$ cat config.mk
export PLATFORM = sky130hd
export DESIGN_NAME = elevator_stop_and_dispatch_fsm_core
export DESIGN_NICKNAME = d
export VERILOG_FILES = /design/src/hdl/esdf_pkg.sv /design/src/hdl/elevator_stop_and_dispatch_fsm_core.sv /design/src/hdl/esdf_orders.sv /design/src/hdl/esdf_decide.sv
export SDC_FILE = /design/constraint.sdc
export NUM_CORES = 1
export LEC_CHECK = 0
export BUFFER_PORTS_ARGS = -buffer_cell sky130_fd_sc_hd__buf_4
export CORE_MARGIN = 5
export CORE_UTILIZATION = 53
export CTS_CLUSTER_SIZE = 28
export DETAILED_ROUTE_END_ITERATION = 12
export HOLD_SLACK_MARGIN = 0.08
export PLACE_DENSITY_LB_ADDON = 0.3
export SLEW_MARGIN = 30
export SYNTH_ARGS = -nofsm -noshare
export SYNTH_HDL_FRONTEND = slang
export SYNTH_SLANG_ARGS = --single-unit
export TNS_END_PERCENT = 50
$ cat constraint.sdc
create_clock -name i_clk -period 3.5 [get_ports i_clk]
set_input_delay 0.175 -clock i_clk [delete_from_list [all_inputs] [get_ports i_clk]]
set_output_delay 0.175 -clock i_clk [all_outputs]
set_load 0.005 [all_outputs]
$ cat src/hdl/esdf_pkg.sv
// ----------------------------------------------------------------------------
// esdf_pkg: shared types and constants for the elevator stop and dispatch core
// Holds the floor and button geometry, the state and command codes, and the
// packed item, result and state records used by every module of the block.
// ----------------------------------------------------------------------------
package esdf_pkg;

    localparam int FLOORS  = 4;
    localparam int BUTTONS = 3;
    localparam int ID_BITS = 2;

    localparam int FLOOR_W = 2;
    localparam int ACT_W   = FLOORS * BUTTONS;
    localparam int OWN_W   = ACT_W * ID_BITS;

    // Button slots within one floor of the order table.
    localparam int BTN_UP   = 0;
    localparam int BTN_DOWN = 1;
    localparam int BTN_CAB  = 2;

    typedef enum logic [1:0] {
        FUNC_EXEC    = 2'd0,
        FUNC_ARRIVE  = 2'd1,
        FUNC_TIMEOUT = 2'd2
    } t_func;

    typedef enum logic [1:0] {
        MODE_IDLE   = 2'd0,
        MODE_MOVING = 2'd1,
        MODE_DOOR   = 2'd2
    } t_mode;

    typedef enum logic [1:0] {
        DIR_DOWN = 2'd0,
        DIR_STOP = 2'd1,
        DIR_UP   = 2'd2
    } t_dir;

    typedef enum logic [1:0] {
        TMR_NONE = 2'd0,
        TMR_DOOR = 2'd1,
        TMR_COND = 2'd2
    } t_tmr;

    typedef enum logic [1:0] {
        MOTOR_NONE = 2'd0,
        MOTOR_STOP = 2'd1,
        MOTOR_UP   = 2'd2,
        MOTOR_DOWN = 2'd3
    } t_motor;

    typedef enum logic [1:0] {
        LAMP_NONE = 2'd0,
        LAMP_ON   = 2'd1,
        LAMP_OFF  = 2'd2
    } t_lamp;

    typedef enum logic [1:0] {
        TSTART_NONE = 2'd0,
        TSTART_DOOR = 2'd1,
        TSTART_COND = 2'd2
    } t_tstart;

    // Input item payload, floor in the lowest bits as on the stream.
    typedef struct packed {
        logic [OWN_W-1:0]   owner;
        logic [ACT_W-1:0]   active;
        logic [FLOOR_W-1:0] floor;
    } t_item;

    // Result item, motor command in the lowest bits as on the stream.
    typedef struct packed {
        t_dir               dir_now;
        t_mode              mode_now;
        logic               stopped;
        logic [ACT_W-1:0]   clear_mask;
        logic               tmr_stop;
        t_tstart            tmr_start;
        logic [FLOOR_W-1:0] ind_floor;
        logic               ind_write;
        t_lamp              lamp;
        t_motor             motor;
    } t_result;

    typedef struct packed {
        t_mode              mode;
        t_dir               dir;
        logic [FLOOR_W-1:0] last_floor;
        t_tmr               tmr;
    } t_state;

    // Order table summary for the floor carried by the event.
    typedef struct packed {
        logic [BUTTONS-1:0] act_at;
        logic [BUTTONS-1:0] own_at;
        logic               own_below;
        logic               own_above;
    } t_ord_info;

endpackage

$ cat src/hdl/elevator_stop_and_dispatch_fsm_core.sv
// ----------------------------------------------------------------------------
// elevator_stop_and_dispatch_fsm_core: elevator stop and dispatch controller
// Takes button, sensor and timer events with an order table snapshot and
// returns motor, door lamp, indicator, timer and order clearing commands.
// ----------------------------------------------------------------------------
//
// Channel  Direction  Handshake                Payload
// -------  ---------  -----------------------  --------------------------------
// s        in         i_s_tvalid / o_s_tready  i_s_tdata (40 b), i_s_tuser (2 b)
// m        out        o_m_tvalid / i_m_tready  o_m_tdata (32 b)
// cfg      in         i_cfg_valid/o_cfg_ready  i_cfg_data (2 b), own elevator id
//
// One event is accepted per clock cycle while the result side takes results.
// An event lands in the input register, is evaluated there against the
// controller state and moves into the result register, where its result is
// offered, once that register is empty or being emptied. The single decision
// stage (order lookup plus next-state logic) sits between the two registers;
// the controller state updates as each event enters the result register. When
// the result side stalls, the input register holds one more event and then
// the input side stalls. Reset is synchronous and active low, holds both ready
// outputs low, and returns the car to idle, direction stop, floor zero and no
// timer.
// ----------------------------------------------------------------------------
module elevator_stop_and_dispatch_fsm_core (
    input  logic        i_clk,
    input  logic        i_rst_n,
    // Event stream.
    input  logic        i_s_tvalid,
    output logic        o_s_tready,
    // Fields from bit 0 up: floor [1:0], order_active [13:2],
    // order_owner [37:14], zero fill [39:38].
    input  logic [39:0] i_s_tdata,
    // Fields from bit 0 up: func [1:0].
    input  logic [1:0]  i_s_tuser,
    // Result stream.
    output logic        o_m_tvalid,
    input  logic        i_m_tready,
    // Fields from bit 0 up: motor_cmd [1:0], door_lamp_cmd [3:2],
    // indicator_write [4], indicator_floor [6:5], timer_start_cmd [8:7],
    // timer_stop_cmd [9], clear_mask [21:10], stopped [22], mode_now [24:23],
    // dir_now [26:25], zero fill [31:27].
    output logic [31:0] o_m_tdata,
    // Configuration write channel.
    input  logic        i_cfg_valid,
    output logic        o_cfg_ready,
    input  logic [1:0]  i_cfg_data
);

    localparam int RES_W = $bits(esdf_pkg::t_result);
    localparam int ITM_W = $bits(esdf_pkg::t_item);

    // Input register stage.
    logic               r_in_valid;
    logic               n_in_valid;
    esdf_pkg::t_item    r_in_item;
    esdf_pkg::t_func    r_in_func;

    // Result register stage.
    logic               r_out_valid;
    logic               n_out_valid;
    esdf_pkg::t_result  r_out_res;

    // Controller state and configuration.
    esdf_pkg::t_state             r_state;
    esdf_pkg::t_state             n_state;
    logic [esdf_pkg::ID_BITS-1:0] r_own_id;

    esdf_pkg::t_ord_info info;
    esdf_pkg::t_result   n_res;

    logic s_accept;
    logic advance;

    // The input register moves into the result register whenever the result
    // register is empty or is being emptied in this cycle.
    assign advance    = r_in_valid && (!r_out_valid || i_m_tready);
    assign o_s_tready = i_rst_n && (!r_in_valid || advance);
    assign s_accept   = i_s_tvalid && o_s_tready;

    assign o_cfg_ready = i_rst_n;

    always_comb begin
        n_in_valid = r_in_valid;
        if (s_accept) begin
            n_in_valid = 1'b1;
        end else if (advance) begin
            n_in_valid = 1'b0;
        end

        n_out_valid = r_out_valid;
        if (advance) begin
            n_out_valid = 1'b1;
        end else if (i_m_tready) begin
            n_out_valid = 1'b0;
        end
    end

    esdf_orders u_orders (
        .i_active (r_in_item.active),
        .i_owner  (r_in_item.owner),
        .i_own_id (r_own_id),
        .i_floor  (r_in_item.floor),
        .o_info   (info)
    );

    esdf_decide u_decide (
        .i_state (r_state),
        .i_func  (r_in_func),
        .i_floor (r_in_item.floor),
        .i_info  (info),
        .o_state (n_state),
        .o_res   (n_res)
    );

    always_ff @(posedge i_clk) begin
        if (!i_rst_n) begin
            r_in_valid  <= 1'b0;
            r_out_valid <= 1'b0;
            r_own_id    <= '0;
            r_state     <= '{mode: esdf_pkg::MODE_IDLE, dir: esdf_pkg::DIR_STOP,
                             last_floor: '0, tmr: esdf_pkg::TMR_NONE};
        end else begin
            r_in_valid  <= n_in_valid;
            r_out_valid <= n_out_valid;
            if (i_cfg_valid && o_cfg_ready) begin
                r_own_id <= i_cfg_data[esdf_pkg::ID_BITS-1:0];
            end
            if (advance) begin
                r_state <= n_state;
            end
        end
    end

    // Payload registers carry no reset.
    always_ff @(posedge i_clk) begin
        if (s_accept) begin
            r_in_item <= esdf_pkg::t_item'(i_s_tdata[ITM_W-1:0]);
            r_in_func <= esdf_pkg::t_func'(i_s_tuser);
        end
        if (advance) begin
            r_out_res <= n_res;
        end
    end

    assign o_m_tvalid = r_out_valid;
    assign o_m_tdata  = {(32 - RES_W)'(0), r_out_res};

    // A held event is never dropped while the result side stalls.
    a_in_hold: assert property (@(posedge i_clk) disable iff (!i_rst_n)
        (r_in_valid && !advance) |=> r_in_valid)
        else $error("input register lost an event");

    // Every event that leaves the input register shows up as a result.
    a_adv_out: assert property (@(posedge i_clk) disable iff (!i_rst_n)
        advance |=> r_out_valid)
        else $error("advanced event did not reach the result register");

    // With the door open the car has no direction and the door timer runs.
    a_door_state: assert property (@(posedge i_clk) disable iff (!i_rst_n)
        (r_state.mode == esdf_pkg::MODE_DOOR) |->
            (r_state.dir == esdf_pkg::DIR_STOP && r_state.tmr == esdf_pkg::TMR_DOOR))
        else $error("door open without stop direction and door timer");

    // A stop result always reports the door open mode.
    a_stop_mode: assert property (@(posedge i_clk) disable iff (!i_rst_n)
        (r_out_valid && r_out_res.stopped) |-> (r_out_res.mode_now == esdf_pkg::MODE_DOOR))
        else $error("stop reported without door open mode");

endmodule

$ cat src/hdl/esdf_orders.sv
// ----------------------------------------------------------------------------
// esdf_orders: order table lookup
// Reduces the order snapshot to the buttons active and owned at the event
// floor and to flags for owned orders below and above that floor.
// ----------------------------------------------------------------------------
module esdf_orders (
    input  logic [esdf_pkg::ACT_W-1:0]   i_active,
    input  logic [esdf_pkg::OWN_W-1:0]   i_owner,
    input  logic [esdf_pkg::ID_BITS-1:0] i_own_id,
    input  logic [esdf_pkg::FLOOR_W-1:0] i_floor,
    output esdf_pkg::t_ord_info          o_info
);

    logic [esdf_pkg::ACT_W-1:0]  owned;
    logic [esdf_pkg::FLOORS-1:0] floor_owned;

    always_comb begin
        for (int k = 0; k < esdf_pkg::ACT_W; k++) begin
            owned[k] = i_active[k]
                && (i_owner[k*esdf_pkg::ID_BITS +: esdf_pkg::ID_BITS] == i_own_id);
        end
        for (int fl = 0; fl < esdf_pkg::FLOORS; fl++) begin
            floor_owned[fl] = |owned[fl*esdf_pkg::BUTTONS +: esdf_pkg::BUTTONS];
        end
    end

    always_comb begin
        o_info = '0;
        for (int fl = 0; fl < esdf_pkg::FLOORS; fl++) begin
            if (esdf_pkg::FLOOR_W'(fl) == i_floor) begin
                o_info.act_at = i_active[fl*esdf_pkg::BUTTONS +: esdf_pkg::BUTTONS];
                o_info.own_at = owned[fl*esdf_pkg::BUTTONS +: esdf_pkg::BUTTONS];
            end
            if (esdf_pkg::FLOOR_W'(fl) < i_floor) begin
                o_info.own_below = o_info.own_below | floor_owned[fl];
            end
            if (esdf_pkg::FLOOR_W'(fl) > i_floor) begin
                o_info.own_above = o_info.own_above | floor_owned[fl];
            end
        end
    end

endmodule

$ cat src/hdl/esdf_decide.sv
// ----------------------------------------------------------------------------
// esdf_decide: controller next-state and command logic
// Given the controller state, the event kind and floor and the order summary,
// forms the next state and the full command record for one event.
// ----------------------------------------------------------------------------
module esdf_decide (
    input  esdf_pkg::t_state             i_state,
    input  esdf_pkg::t_func              i_func,
    input  logic [esdf_pkg::FLOOR_W-1:0] i_floor,
    input  esdf_pkg::t_ord_info          i_info,
    output esdf_pkg::t_state             o_state,
    output esdf_pkg::t_result            o_res
);

    logic                         do_arrive;
    logic                         must_stop;
    logic                         open;
    logic [esdf_pkg::BUTTONS-1:0] clr_bits;
    esdf_pkg::t_state             st;
    esdf_pkg::t_result            res;

    // Stop rule while moving: a hall call in the travel direction, a cab
    // call, or no owned call further on.
    always_comb begin
        case (i_state.dir)
            esdf_pkg::DIR_DOWN: must_stop = i_info.own_at[esdf_pkg::BTN_DOWN]
                || i_info.own_at[esdf_pkg::BTN_CAB] || !i_info.own_below;
            esdf_pkg::DIR_UP:   must_stop = i_info.own_at[esdf_pkg::BTN_UP]
                || i_info.own_at[esdf_pkg::BTN_CAB] || !i_info.own_above;
            default:            must_stop = 1'b0;
        endcase
    end

    always_comb begin
        st        = i_state;
        res       = '0;
        do_arrive = 1'b0;
        open      = 1'b0;
        clr_bits  = '0;

        case (i_func)
            esdf_pkg::FUNC_EXEC: begin
                if (i_state.last_floor == i_floor) begin
                    if (i_state.mode == esdf_pkg::MODE_MOVING
                            || i_state.mode == esdf_pkg::MODE_IDLE) begin
                        do_arrive = 1'b1;
                    end
                end else if (i_state.mode == esdf_pkg::MODE_IDLE) begin
                    res.tmr_start = esdf_pkg::TSTART_COND;
                    st.tmr        = esdf_pkg::TMR_COND;
                    st.mode       = esdf_pkg::MODE_MOVING;
                    if (i_state.last_floor > i_floor) begin
                        res.motor = esdf_pkg::MOTOR_DOWN;
                        st.dir    = esdf_pkg::DIR_DOWN;
                    end else begin
                        res.motor = esdf_pkg::MOTOR_UP;
                        st.dir    = esdf_pkg::DIR_UP;
                    end
                end
            end
            esdf_pkg::FUNC_ARRIVE: begin
                do_arrive = 1'b1;
            end
            esdf_pkg::FUNC_TIMEOUT: begin
                st.mode  = esdf_pkg::MODE_IDLE;
                res.lamp = esdf_pkg::LAMP_OFF;
                if (i_state.tmr == esdf_pkg::TMR_DOOR) begin
                    res.tmr_stop = 1'b1;
                    st.tmr       = esdf_pkg::TMR_NONE;
                end
                clr_bits = i_info.own_at;
            end
            default: begin
            end
        endcase

        if (do_arrive) begin
            res.ind_write = 1'b1;
            res.ind_floor = i_floor;
            st.last_floor = i_floor;
            if (i_state.mode == esdf_pkg::MODE_MOVING) begin
                if (must_stop) begin
                    res.motor = esdf_pkg::MOTOR_STOP;
                    open      = 1'b1;
                    clr_bits  = '1;
                end
            end else if (i_state.mode == esdf_pkg::MODE_IDLE) begin
                if (|i_info.act_at) begin
                    open     = 1'b1;
                    clr_bits = i_info.act_at;
                end
            end
        end

        // Door opening: a travel condition timer is cancelled, and the door
        // timer is started unless it is already running.
        if (open) begin
            if (i_state.tmr == esdf_pkg::TMR_COND) begin
                res.tmr_stop = 1'b1;
            end
            if (i_state.tmr != esdf_pkg::TMR_DOOR) begin
                res.lamp      = esdf_pkg::LAMP_ON;
                res.tmr_start = esdf_pkg::TSTART_DOOR;
            end
            st.tmr  = esdf_pkg::TMR_DOOR;
            st.dir  = esdf_pkg::DIR_STOP;
            st.mode = esdf_pkg::MODE_DOOR;
        end
        res.stopped = open && (i_func == esdf_pkg::FUNC_ARRIVE);

        for (int fl = 0; fl < esdf_pkg::FLOORS; fl++) begin
            if (esdf_pkg::FLOOR_W'(fl) == i_floor) begin
                res.clear_mask[fl*esdf_pkg::BUTTONS +: esdf_pkg::BUTTONS] = clr_bits;
            end
        end

        res.mode_now = st.mode;
        res.dir_now  = st.dir;
    end

    assign o_state = st;
    assign o_res   = res;

endmodule

* Word-level counts from Yosys, hierarchy flattened
Index checks and enable logic that the tools add are counted.
** Storage, ports and cells
- Flip-flop bits (word level) :: 79
- Output and inout bits :: 35
- Word-level logic and storage cells :: 168
** Operators by class
- Magnitude comparators :: 9
- Equal/unequal tests :: 26
- Mux-type cells :: 61
- Bitwise operators :: 6
- Reductions and logical operators :: 42
** Operators with widths (count)
- 2-bit two-way mux :: 19
- 2-bit == test :: 13
- 1-bit two-way mux :: 24
- 6-bit two-way mux :: 4
- 3-bit two-way mux :: 7
- 1-bit logical AND :: 17
- 3-bit OR reduction :: 5
- 4-bit two-way mux :: 3
- 2-bit logical NOT :: 4
- 2-bit one-hot mux with 2 select lines :: 2
- 1-bit logical OR :: 7
- 2-bit by 1-bit == test with 1-bit output, second input constant :: 3
- 2-bit == test, second input constant :: 3
- 3-bit by 1-bit inequality test with 1-bit output, second input constant :: 2
- 1-bit OR :: 6
- 5-bit AND reduction :: 1
- 2-bit == test, first input constant :: 2
- 1-bit by 2-bit > comparator with 1-bit output, first input constant :: 2
- 2-bit > comparator, first input constant :: 2
- 1-bit logical NOT :: 4
- 1-bit by 2-bit < comparator with 1-bit output, first input constant :: 2
- 2-bit < comparator, first input constant :: 2
- 1-bit one-hot mux with 2 select lines :: 2
- 2-bit nonzero test :: 2
- other kinds (6) :: 6

* Logic depth before layout (Yosys ltp)
Gate-level depths: netlist of the first run.
- Depth in word-level cells :: 18
- Mapped depth :: 11
- Gate-level depth less buffers :: 9

* Modules after synthesis
Synthesis of the first run repeated with hierarchy kept, for this count alone.
** Unflattened totals
- Cells, all modules :: 266
- Area, all modules :: 3613.5 um^2
** Modules (own cells, without submodules)
- elevator_stop_and_dispatch_fsm_core :: instances 1, cells each 124, area each 2562.5 um^2, sequential area each 2252.2 um^2
- esdf_decide :: instances 1, cells each 82, area each 550.5 um^2, sequential area each 0.0 um^2
- esdf_orders :: instances 1, cells each 60, area each 500.5 um^2, sequential area each 0.0 um^2

* Least setup slack after synthesis of the first run
Ideal clock, no wire load.
- Kind :: register -> register
- From :: register r_in_item[1] (netlist name)
- To :: register r_out_res (netlist bit o_m_tdata[23]), data pin
- Data arrival time :: 2.184 ns
- Data required time :: 3.243 ns
- Setup slack :: 1.059 ns
- Stages on the path, launching flop included :: 12
- Buffers on the path :: 2
- Clock period less this slack :: 2.441 ns
- Cell sequence :: edfxtp_1 -> buf_2 -> inv_1 -> ha_1 -> nand2_1 -> a2111oi_0 -> nand4_1 -> o22ai_1 -> a2bb2oi_2 -> o21ai_2 -> buf_6 -> nor3_2
** RTL lines
- start, declared :: line elevator_stop_and_dispatch_fsm_core.sv:55 : esdf_pkg::t_item r_in_item;
- start signal, assigned :: line elevator_stop_and_dispatch_fsm_core.sv:137 : r_in_item <= esdf_pkg::t_item'(i_s_tdata[ITM_W-1:0]);
- end signal, assigned :: line elevator_stop_and_dispatch_fsm_core.sv:141 : r_out_res <= n_res;
- end, declared :: line elevator_stop_and_dispatch_fsm_core.sv:61 : esdf_pkg::t_result r_out_res;

==> impl_metrics.ini, run 1 <==
[setup_path]
worst-r2r-setup-slack_ns = 0.72
setup.worst_path.start = r_own_id[0]$_SDFFE_PN0P_
start_kind = flop
worst_ep_arrival_time_ns = 2.98
critical-path-slowest-cell = dfxtp_1
reg2reg_from = r_own_id[0]$_SDFFE_PN0P_
ff2ff_path_depth = 7
critPathTopFamily = flip-flops
timing.critical_path.fanout_max = 13
timing.critical_path.to_type = flop
required_time_of_the_critical_path_ns = 3.70
critical_path.reg2reg.endpoint = o_m_tdata[22]$_DFFE_PP_
timing.critical_path.cells = xnor2_1 -> nand3_1 -> mux4_2 -> nor4b_1 -> a2bb2oi_2 -> o21ai_2 -> nor3b_2
crit_type = reg -> reg
max_stage_delay_ns = 0.79
cp_num_buf_inv = 0

[power_and_ir_drop]
peakVddDrop_mv = 0.420
total_leakage_power_uw = 0.00182
power_per_cell_area_mw_per_mm2 = 418
power_uw = 1980

[global_routing]
gr-usage-all-layers = 0.192
antenna_found_initial = 0
grt_pass1_vias = 2605
grt_pass1_wl_um = 12600
grt-ovfl-total = 0
largest_net_degree_at_the_start_of_global_routing = 41

[detailed_routing]
postRouteAntennaNets = 0
detailedRoute.firstPassIterationCount = 4
drtIter0Drc = 199
detailed_route_drc_error_count = 0
post_drt_via_cell_ratio = 5.19
detailroute.via_count = 2431
avg_wl_per_cell_um = 16.0
routed_wirelength_um = 7470

[clock_tree]
clk_transition_reported_paths_ns = 0.08
insertion_delay_ns = 0.35
longest_clk_path_bufs = 2
ctsHtreeMaxLevel = 3
cts_made_buffers = 9
clk_root_buffer_cell = clkbuf_8
cts_num_sinks = 78
cts_tree = yes

[logic_synthesis]
synth_top_area_frac = 0.564
postSynthCellCount = 262
ys.warnings.count = 0
yosys-top-cells-area = edfxtp_1, dfxtp_1, xnor2_1
mappedNetlistArea_mm2 = 0.00351
postSynth.asyncResetShare = 0
avgSynthCellArea_um2 = 13.4
synth_area_leader_cell = edfxtp_1
ys_ff_latch = 78
yosys-top-cells-count = edfxtp_1, xnor2_1, nand3_1
synth_flop_cell = edfxtp_1
netlist-cell-type-count = 47
sequential_area_share_after_synthesis = 0.632
synth_enable_flop_cells = 66
synth_most_common_cell = edfxtp_1

[sta]
finalCritPeriodShare = 0.795
hold_ws_ns = 0.0875
rsz0062_at_grt = no
max_freq_ghz = 0.360
timing.final.hold_violations = 0
worst_slew_pin_slew_ns = 0.716
timing.final.crit_period_ns = 2.78
finClkSkew_ns = 0.00760
setup_viol = 0
final_number_of_max_transition_violations = 0
timing.setup.tns_ns = 0
relSlewSlack = 0.522

[min_path]
min-delay-start = i_cfg_valid
hold_class = in -> reg
timing.hold.worst_endpoint = r_own_id[0]$_SDFFE_PN0P_
worstHoldPathCells = 3

[finish]
final_layout_size_suffix_gt1_frac = 0.274
postLayoutCoreUtil = 0.739
area_growth_pct = 34.4
finish.cell_count_without_fillers = 468
net_total_in_the_final_layout = 437
n_antenna_cell = 0

[floorplan]
rows = 29
io-pin-count = 84
die_w_um = 91.4
die_footprint_mm2 = 0.00836
floorplan.initialDensity = 0.550
coreArea_mm2 = 0.00639
die_height_um = 91.4

[placement]
dp.final_hpwl_um = 4840
numPlacedInstances = 409
numPortBuffers = 76
finalWeightedCongestion = 0.821

[run]
cap_viol_max_count = 0

[run_status]
run_status = finished, final reports clean
[per-stage QoR]
| stage | area [um2] | setup WS [ns] |
|---|---|---|
| after floorplan | 3530 | 1.06 |
| after detailed placement | 4110 | 0.761 |
| after global placement | 4110 | 0.761 |
| after global routing | 4720 | 0.538 |
| final | 4720 | 0.719 |
| after CTS | 4720 | 0.732 |
[final cells by class]
cell class              instances  area [um2]
inverters                      14        52.6
clock inverters                 6        52.6
clock buffers                  10         128
fillers                       431        1660
repair buffers                124        1040
flip-flops and latches         78        2220
multi-input cells             159        1130
well taps                      77        96.3
[sequential cells by signal, summed over array words and instances (netlist names)]
| signal | cells |
|---|---|
| r_in_func | 2 |
| r_own_id | 2 |
| r_in_valid | 1 |
| r_in_item | 38 |
| o_m_tvalid | 1 |
| r_state | 8 |
| o_m_tdata | 26 |
[cells in the final DEF, fill, tap and decap left out, types with 2 or more instances in the layout]
| cell type | instances |
|---|---|
| o21ai_0 | 4 |
| nand2b_1 | 2 |
| a21o_1 | 2 |
| o21a_1 | 9 |
| nand3_1 | 18 |
| and2_1 | 8 |
| nand2_1 | 12 |
| clkinv_2 | 3 |
| dlygate4sd3_1 | 43 |
| buf_4 | 81 |
| a22oi_1 | 2 |
| mux2i_1 | 4 |
| a31o_1 | 2 |
| ha_1 | 2 |
| nor2b_1 | 6 |
| o22ai_1 | 4 |
| a21oi_1 | 9 |
| a31oi_1 | 3 |
| dfxtp_1 | 12 |
| and3_1 | 3 |
| clkbuf_8 | 9 |
| a22o_1 | 3 |
| edfxtp_1 | 66 |
| mux4_2 | 4 |
| inv_1 | 13 |
| nand4_1 | 3 |
| nor2_1 | 13 |
| conb_1 | 5 |
| xnor2_1 | 24 |
| clkinv_1 | 3 |
[power by group]
part	leakage [uW]	internal, uW	switching, uW
logic	0.00101	144	112
clock network	0.0000949	321	316
registers	0.000713	1060	26.9
[worst register-to-register path, cell delays in order (launching register included)]
cell and delay (ns):
dfxtp_1 0.79, xnor2_1 0.19, nand3_1 0.15, mux4_2 0.51
nor4b_1 0.17, a2bb2oi_2 0.18, o21ai_2 0.41, nor3b_2 0.24
[per-layer routing]
layer	vias to the layer above	GRT usage	part of all wire
met4	0	0.0819	0.028
li1	1196	-	-
met5	-	0	0
met1	1133	0.225	0.39
met2	84	0.319	0.51
met3	18	0.0678	0.068
[worst max-delay path by stage]
| stage | end | slack, ns | cells past startpoint |
|---|---|---|---|
| 6_report | o_m_tdata[22]$_DFFE_PP_ | 0.72 | 7 |
| 3_3_place_gp | o_m_tdata[22]$_DFFE_PP_ | 0.76 | 7 |
| 4_1_cts | o_m_tdata[22]$_DFFE_PP_ | 0.73 | 7 |
| 2_1_floorplan | o_m_tdata[23]$_DFFE_PP_ | 1.06 | 11 |
| 3_5_place_dp | o_m_tdata[22]$_DFFE_PP_ | 0.76 | 7 |
| 5_1_grt | o_m_tdata[22]$_DFFE_PP_ | 0.54 | 9 |
[cell families after synthesis]
logic type | after synthesis | synth area share
other | 1 | 0.00107
buffers and inverters | 29 | 0.0498
muxes | 8 | 0.0370
DFF | 78 | 0.632
AOI/OAI and AO/OA | 47 | 0.103
adders and majority gates | 2 | 0.00712
xor gates and xnor gates | 24 | 0.0598
and+or+nand+nor | 73 | 0.110
[timing repair]
item                                   4_1_cts  5_1_grt
setup buffers                                0        0
hold buffers                                43        0
resized for setup                            0        0
endpoints found under the hold margin       43        0
(Power assumes the default switching activity.)
==> inputs of run 2 (changes only) <==
--- a/config.mk
+++ b/config.mk
@@ -5,9 +5,10 @@
 export SDC_FILE = /design/constraint.sdc
 export NUM_CORES = 1
 export LEC_CHECK = 0
+export ABC_AREA = 1
 export BUFFER_PORTS_ARGS = -buffer_cell sky130_fd_sc_hd__buf_4
 export CORE_MARGIN = 5
-export CORE_UTILIZATION = 53
+export CORE_UTILIZATION = 48
 export CTS_CLUSTER_SIZE = 28
 export DETAILED_ROUTE_END_ITERATION = 12
 export HOLD_SLACK_MARGIN = 0.08
==> constraint.sdc (replaced) <==
create_clock -name i_clk -period 2.2 [get_ports i_clk]
set_input_delay 0.11 -clock i_clk [delete_from_list [all_inputs] [get_ports i_clk]]
set_output_delay 0.11 -clock i_clk [all_outputs]
set_load 0.005 [all_outputs]
==> impl_metrics.ini, run 2 <==
[clock_tree]
cts_num_sinks = 78
ctsHtreeMaxLevel = 3
cts_tree = yes
longest_clk_path_bufs = 2
insertion_delay_ns = 0.36
clk_transition_reported_paths_ns = 0.08
cts_made_buffers = 9
clk_root_buffer_cell = clkbuf_8

[detailed_routing]
routed_wirelength_um = 8670
post_drt_via_cell_ratio = 4.82
detailedRoute.firstPassIterationCount = 5
detailroute.via_count = 2950
drtIter0Drc = 165
postRouteAntennaNets = 0
detailed_route_drc_error_count = 0
avg_wl_per_cell_um = 14.2

[floorplan]
io-pin-count = 84
floorplan.initialDensity = 0.497
die_footprint_mm2 = 0.00938
die_w_um = 96.9
die_height_um = 96.9
coreArea_mm2 = 0.00729
rows = 31

[logic_synthesis]
yosys-top-cells-count = nand2_1, edfxtp_1, inv_1
yosys-top-cells-area = edfxtp_1, nand2_1, dfxtp_1
postSynthCellCount = 364
synth_enable_flop_cells = 66
ys_ff_latch = 78
netlist-cell-type-count = 40
ys.warnings.count = 0
synth_top_area_frac = 0.547
sequential_area_share_after_synthesis = 0.614
synth_area_leader_cell = edfxtp_1
avgSynthCellArea_um2 = 9.95
synth_most_common_cell = nand2_1
mappedNetlistArea_mm2 = 0.00362
postSynth.asyncResetShare = 0
synth_flop_cell = edfxtp_1

[global_routing]
grt-ovfl-total = 0
gr-usage-all-layers = 0.184
grt_pass1_vias = 2927
grt_pass1_wl_um = 13800
largest_net_degree_at_the_start_of_global_routing = 35
antenna_found_initial = 0

[power_and_ir_drop]
power_per_cell_area_mw_per_mm2 = 639
power_uw = 3270
peakVddDrop_mv = 0.416
total_leakage_power_uw = 0.00221

[min_path]
timing.hold.worst_endpoint = r_in_item[23]$_DFFE_PP_
worstHoldPathCells = 2
hold_class = in -> reg
min-delay-start = i_s_tdata[23]

[finish]
finish.cell_count_without_fillers = 612
n_antenna_cell = 0
final_common_cell = buf_4
largest_register_ff_count = 38
net_total_in_the_final_layout = 559
regMostFlops = r_in_item
final_layout_size_suffix_gt1_frac = 0.277
most-common-layout-cells = buf_4, nand2_1, edfxtp_1
area_growth_pct = 41.4

[sta]
setup_viol = 0
finClkSkew_ns = 0.0120
max_freq_ghz = 0.485
timing.setup.tns_ns = 0
final_number_of_max_transition_violations = 0
timing.final.crit_period_ns = 2.06
finalCritPeriodShare = 0.938
timing.final.hold_violations = 0

[setup_path]
critical_path.reg2reg.endpoint = r_state[1]$_SDFFE_PN0P_
crit_type = reg -> reg
worst-r2r-setup-slack_ns = 0.14
worst_ep_arrival_time_ns = 2.32
reg2reg_from = r_in_item[0]$_DFFE_PP_
required_time_of_the_critical_path_ns = 2.46
start_kind = flop
timing.critical_path.to_type = flop
timing.critical_path.fanout_max = 5
ff2ff_path_depth = 13

[run_status]
run_status = finished, final reports clean

[run]
cap_viol_max_count = 0

[placement]
finalWeightedCongestion = 0.830
dp.final_hpwl_um = 5650
numPlacedInstances = 544
numPortBuffers = 76
[run 2: worst max-delay path by stage]
stage / start / end / slack [ns] / cells after the start
after floorplan: r_in_item[1]$_DFFE_PP_ / o_m_tdata[19]$_SDFFCE_PN0P_ / 0.14 / 12
after global placement: r_in_item[1]$_DFFE_PP_ / r_state[1]$_SDFFE_PN0P_ / 0.1 / 14
after detailed placement: r_in_item[0]$_DFFE_PP_ / r_state[1]$_SDFFE_PN0P_ / 0.06 / 13
after CTS: r_in_item[0]$_DFFE_PP_ / r_state[1]$_SDFFE_PN0P_ / 0.05 / 13
after global routing: r_in_item[0]$_DFFE_PP_ / r_state[1]$_SDFFE_PN0P_ / -0.02 / 13
final: r_in_item[0]$_DFFE_PP_ / r_state[1]$_SDFFE_PN0P_ / 0.14 / 13
[run 2: critical path, cell delays in order (launching register included)]
cell,delay (ns)
edfxtp_1,0.40
ha_1,0.33
nand2_2,0.08
nor2_4,0.12
inv_2,0.06
o22ai_4,0.17
o211ai_1,0.13
a21oi_2,0.21
nor2_4,0.07
buf_4,0.14
nand3_2,0.07
nand3_1,0.07
nand2_1,0.07
nor2_1,0.03
[run 2: cell families (layout without fill, tap and decap cells)]
group / after synthesis / in the layout / share of synthesized area
and+or+nand+nor: 154 / 154 / 0.188
other: 1 / 5 / 0.00104
buffers and inverters: 72 / 217 / 0.0905
adders and majority gates: 2 / 2 / 0.00691
xor gates and xnor gates: 6 / 6 / 0.0145
AOI/OAI and AO/OA: 51 / 51 / 0.0853
DFF: 78 / 78 / 0.614
[run 2: area by class of cell]
type / count / area, um2
timing repair inverter: 1 / 7.51
timing repair buffer: 142 / 1200
clock buffer: 10 / 138
multi-input combinational: 218 / 1150
fill: 542 / 2170
inverter: 58 / 224
clock inverter: 6 / 60.1
sequential: 78 / 2220
tap: 99 / 124
[run 2: where the power goes]
part           internal, uW  total (uW)  switching [uW]
combinational           247         487             240
clock                   551        1070             514
sequential             1680        1720            38.9
total                  2480        3270             794
[run 2: repair_timing]
| item | CTS | global route |
|---|---|---|
| hold buffers | 47 | 0 |
| resized for setup | 0 | 17 |
| setup endpoints to repair | 0 | 22 |
| hold endpoints to repair | 47 | 0 |
| buffers inserted | 0 | 4 |
[run 2: metrics by stage]
| stage | instance area [um2] | hold slack [ns] | utilization | setup WS [ns] |
|---|---|---|---|---|
| after CTS | 5020 | 0.446 | 0.689 | 0.0503 |
| final | 5120 | 0.461 | 0.702 | 0.137 |
| after global placement | 4360 | 0.289 | 0.597 | 0.0979 |
| after global routing | 5120 | 0.453 | 0.702 | -0.0216 |
| after detailed placement | 4360 | 0.289 | 0.597 | 0.0587 |
| after floorplan | 3640 | 0.209 | - | 0.141 |
[run 2: routing by layer]
metal,up-vias,global-route usage,routed length [um]
met5,-,0,0
met4,0,0.0594,125
met3,11,0.0597,556
met2,92,0.321,4470
met1,1355,0.215,3520
li1,1492,-,-
==> inputs of run 3 (changes only) <==
--- a/config.mk
+++ b/config.mk
@@ -5,7 +5,6 @@
 export SDC_FILE = /design/constraint.sdc
 export NUM_CORES = 1
 export LEC_CHECK = 0
-export ABC_AREA = 1
 export BUFFER_PORTS_ARGS = -buffer_cell sky130_fd_sc_hd__buf_4
 export CORE_MARGIN = 5
 export CORE_UTILIZATION = 48
==> impl_metrics.ini, run 3 (same netlist as run 1, synthesis figures left out) <==
[run_status]
run_status = complete, but fails checks
violated_checks = negative setup slack

[sta]
relSlewSlack = 0.643
max_freq_ghz = 0.429
worst_slew_pin_slew_ns = 0.530
finalCritPeriodShare = 1.06
post-route-worst-setup-slack_ns = -0.130
timing.final.hold_violations = 0
timing.final.crit_period_ns = 2.33
finClkSkew_ns = 0.0123
rsz0062_at_grt = yes
final_number_of_max_transition_violations = 0
setup_viol = 23

[placement]
dp_worst_setup_slack_ns = -0.101
finalWeightedCongestion = 0.823
dp.final_hpwl_um = 5160
numPortBuffers = 76
numPlacedInstances = 454

[min_path]
timing.hold.worst_endpoint = r_in_item[26]$_DFFE_PP_
worstHoldPathCells = 2
hold_class = in -> reg
min-delay-start = i_s_tdata[26]

[floorplan]
rows = 31
coreArea_mm2 = 0.00718
die_w_um = 95.6
die_height_um = 95.6
die_footprint_mm2 = 0.00913
floorplan.initialDensity = 0.490
io-pin-count = 84

[clock_tree]
longest_clk_path_bufs = 2
clk_root_buffer_cell = clkbuf_8
ctsHtreeMaxLevel = 3
cts_made_buffers = 9
cts_tree = yes
cts_num_sinks = 78
clk_transition_reported_paths_ns = 0.08
insertion_delay_ns = 0.35

[detailed_routing]
detailed_route_drc_error_count = 0
routed_wirelength_um = 8140
postRouteAntennaNets = 0
detailroute.via_count = 2629
avg_wl_per_cell_um = 15.5
drtIter0Drc = 111
detailedRoute.firstPassIterationCount = 4
post_drt_via_cell_ratio = 5.00

[global_routing]
gr-usage-all-layers = 0.188
grt_pass1_vias = 2720
largest_net_degree_at_the_start_of_global_routing = 41
antenna_found_initial = 0
grt-ovfl-total = 0
grt_pass1_wl_um = 12900

[finish]
net_total_in_the_final_layout = 473
largest_register_ff_count = 38
most-common-layout-cells = buf_4, edfxtp_1, dlygate4sd3_1
area_growth_pct = 53.0
final_layout_size_suffix_gt1_frac = 0.400
n_antenna_cell = 0
finish.cell_count_without_fillers = 526
fillCellCount = 464
regMostFlops = r_in_item
final_common_cell = buf_4

[power_and_ir_drop]
total_leakage_power_uw = 0.00211
peakVddDrop_mv = 0.619
power_per_cell_area_mw_per_mm2 = 662

[setup_path]
worst-r2r-setup-slack_ns = -0.13
max_stage_delay_ns = 0.53
critical-path-slowest-cell = a2111oi_4
crit_type = reg -> reg
timing.critical_path.to_type = flop
critPathMostFrequentCell = nand3_2
cp_num_buf_inv = 2
reg2reg_from = r_own_id[1]$_SDFFE_PN0P_
critical_path.reg2reg.endpoint = o_m_tdata[14]$_SDFFCE_PN0P_
critPathTopFamily = compound AO/OA/AOI/OAI gates
ff2ff_path_depth = 9
start_kind = flop
required_time_of_the_critical_path_ns = 2.30
worst_ep_arrival_time_ns = 2.43
timing.critical_path.cells = buf_12 -> xnor2_1 -> nand3_2 -> nand3_2 -> a22oi_2 -> a2111oi_4 -> buf_4 -> nor2_2 -> o21a_1
timing.critical_path.fanout_max = 13

[run]
cap_viol_max_count = 0
==> run 3: changes by cell type in the layout (fill, tap and decap cells not counted), moves of 6 or more <==
cell	change
inv_2	-6
nor2b_1	+6
a21oi_1	-18
nand3_1	-14
xnor2_1	+9
and2_1	+8
inv_1	-37
buf_4	+13
o21a_1	+7
xnor2_2	+9
nor2_1	-14
nand2_1	-59
==> run 3: how the worst max path moves through the flow <==
stage | startpoint | to | slack [ns] | depth (start not counted)
final | r_own_id[1]$_SDFFE_PN0P_ | o_m_tdata[14]$_SDFFCE_PN0P_ | -0.13 | 9
after floorplan | r_in_item[1]$_DFFE_PP_ | o_m_tdata[23]$_DFFE_PP_ | -0.03 | 11
after global placement | r_own_id[1]$_SDFFE_PN0P_ | o_m_tdata[9]$_DFFE_PP_ | -0.06 | 9
after CTS | r_in_item[0]$_DFFE_PP_ | o_m_tdata[22]$_DFFE_PP_ | -0.05 | 10
after detailed placement | r_in_item[0]$_DFFE_PP_ | o_m_tdata[23]$_DFFE_PP_ | -0.10 | 9
after global routing | r_own_id[0]$_SDFFE_PN0P_ | o_m_tdata[9]$_DFFE_PP_ | -0.22 | 9
==> run 3: metrics by stage <==
stage               hold slack (ns)  cell area [um2]  power (uW)   util  setup TNS (ns)
floorplan                     0.209             3580        1970      -         -0.0807
global placement              0.288             4390        2150  0.612          -0.842
detailed placement            0.289             4390        2160  0.612           -1.17
CTS                           0.458             5300        3540  0.739          -0.455
global route                  0.472             5380        3680  0.749           -4.44
finish                        0.469             5380        3560  0.749           -2.09
==> run 3: layer usage <==
metal	vias up	GRT usage	part of all wire
met5	-	0	0
met4	0	0.0770	0.019
met3	14	0.0513	0.064
met2	92	0.329	0.52
met1	1249	0.216	0.40
li1	1274	-	-
==> run 3: layout make-up <==
| class | instances | area [um2] | share of cell area |
|---|---|---|---|
| clock buffers | 9 | 124 | 0.0230 |
| clock inverters | 7 | 121 | 0.0226 |
| inverters | 14 | 55.1 | 0.0102 |
| multi-input cells | 159 | 1360 | 0.253 |
| flip-flops and latches | 78 | 2220 | 0.414 |
| well taps | 99 | 124 | 0.0230 |
| repair buffers | 160 | 1370 | 0.254 |
==> run 3: timing repair <==
item,4_1_cts,5_1_grt
gates cloned,1,0
setup buffers,7,1
gates resized for setup,25,10
setup endpoints to repair,22,25
hold endpoints to repair,47,0
hold buffers,47,0
pin swaps,6,5
==> run 3: report_power, final <==
part	internal, uW	switching, uW	total (uW)	leakage (uW)
clock network	759	537	1300	0.000124
logic	317	231	547	0.00127
registers	1680	38.7	1720	0.000714
total	2760	806	3560	0.00211
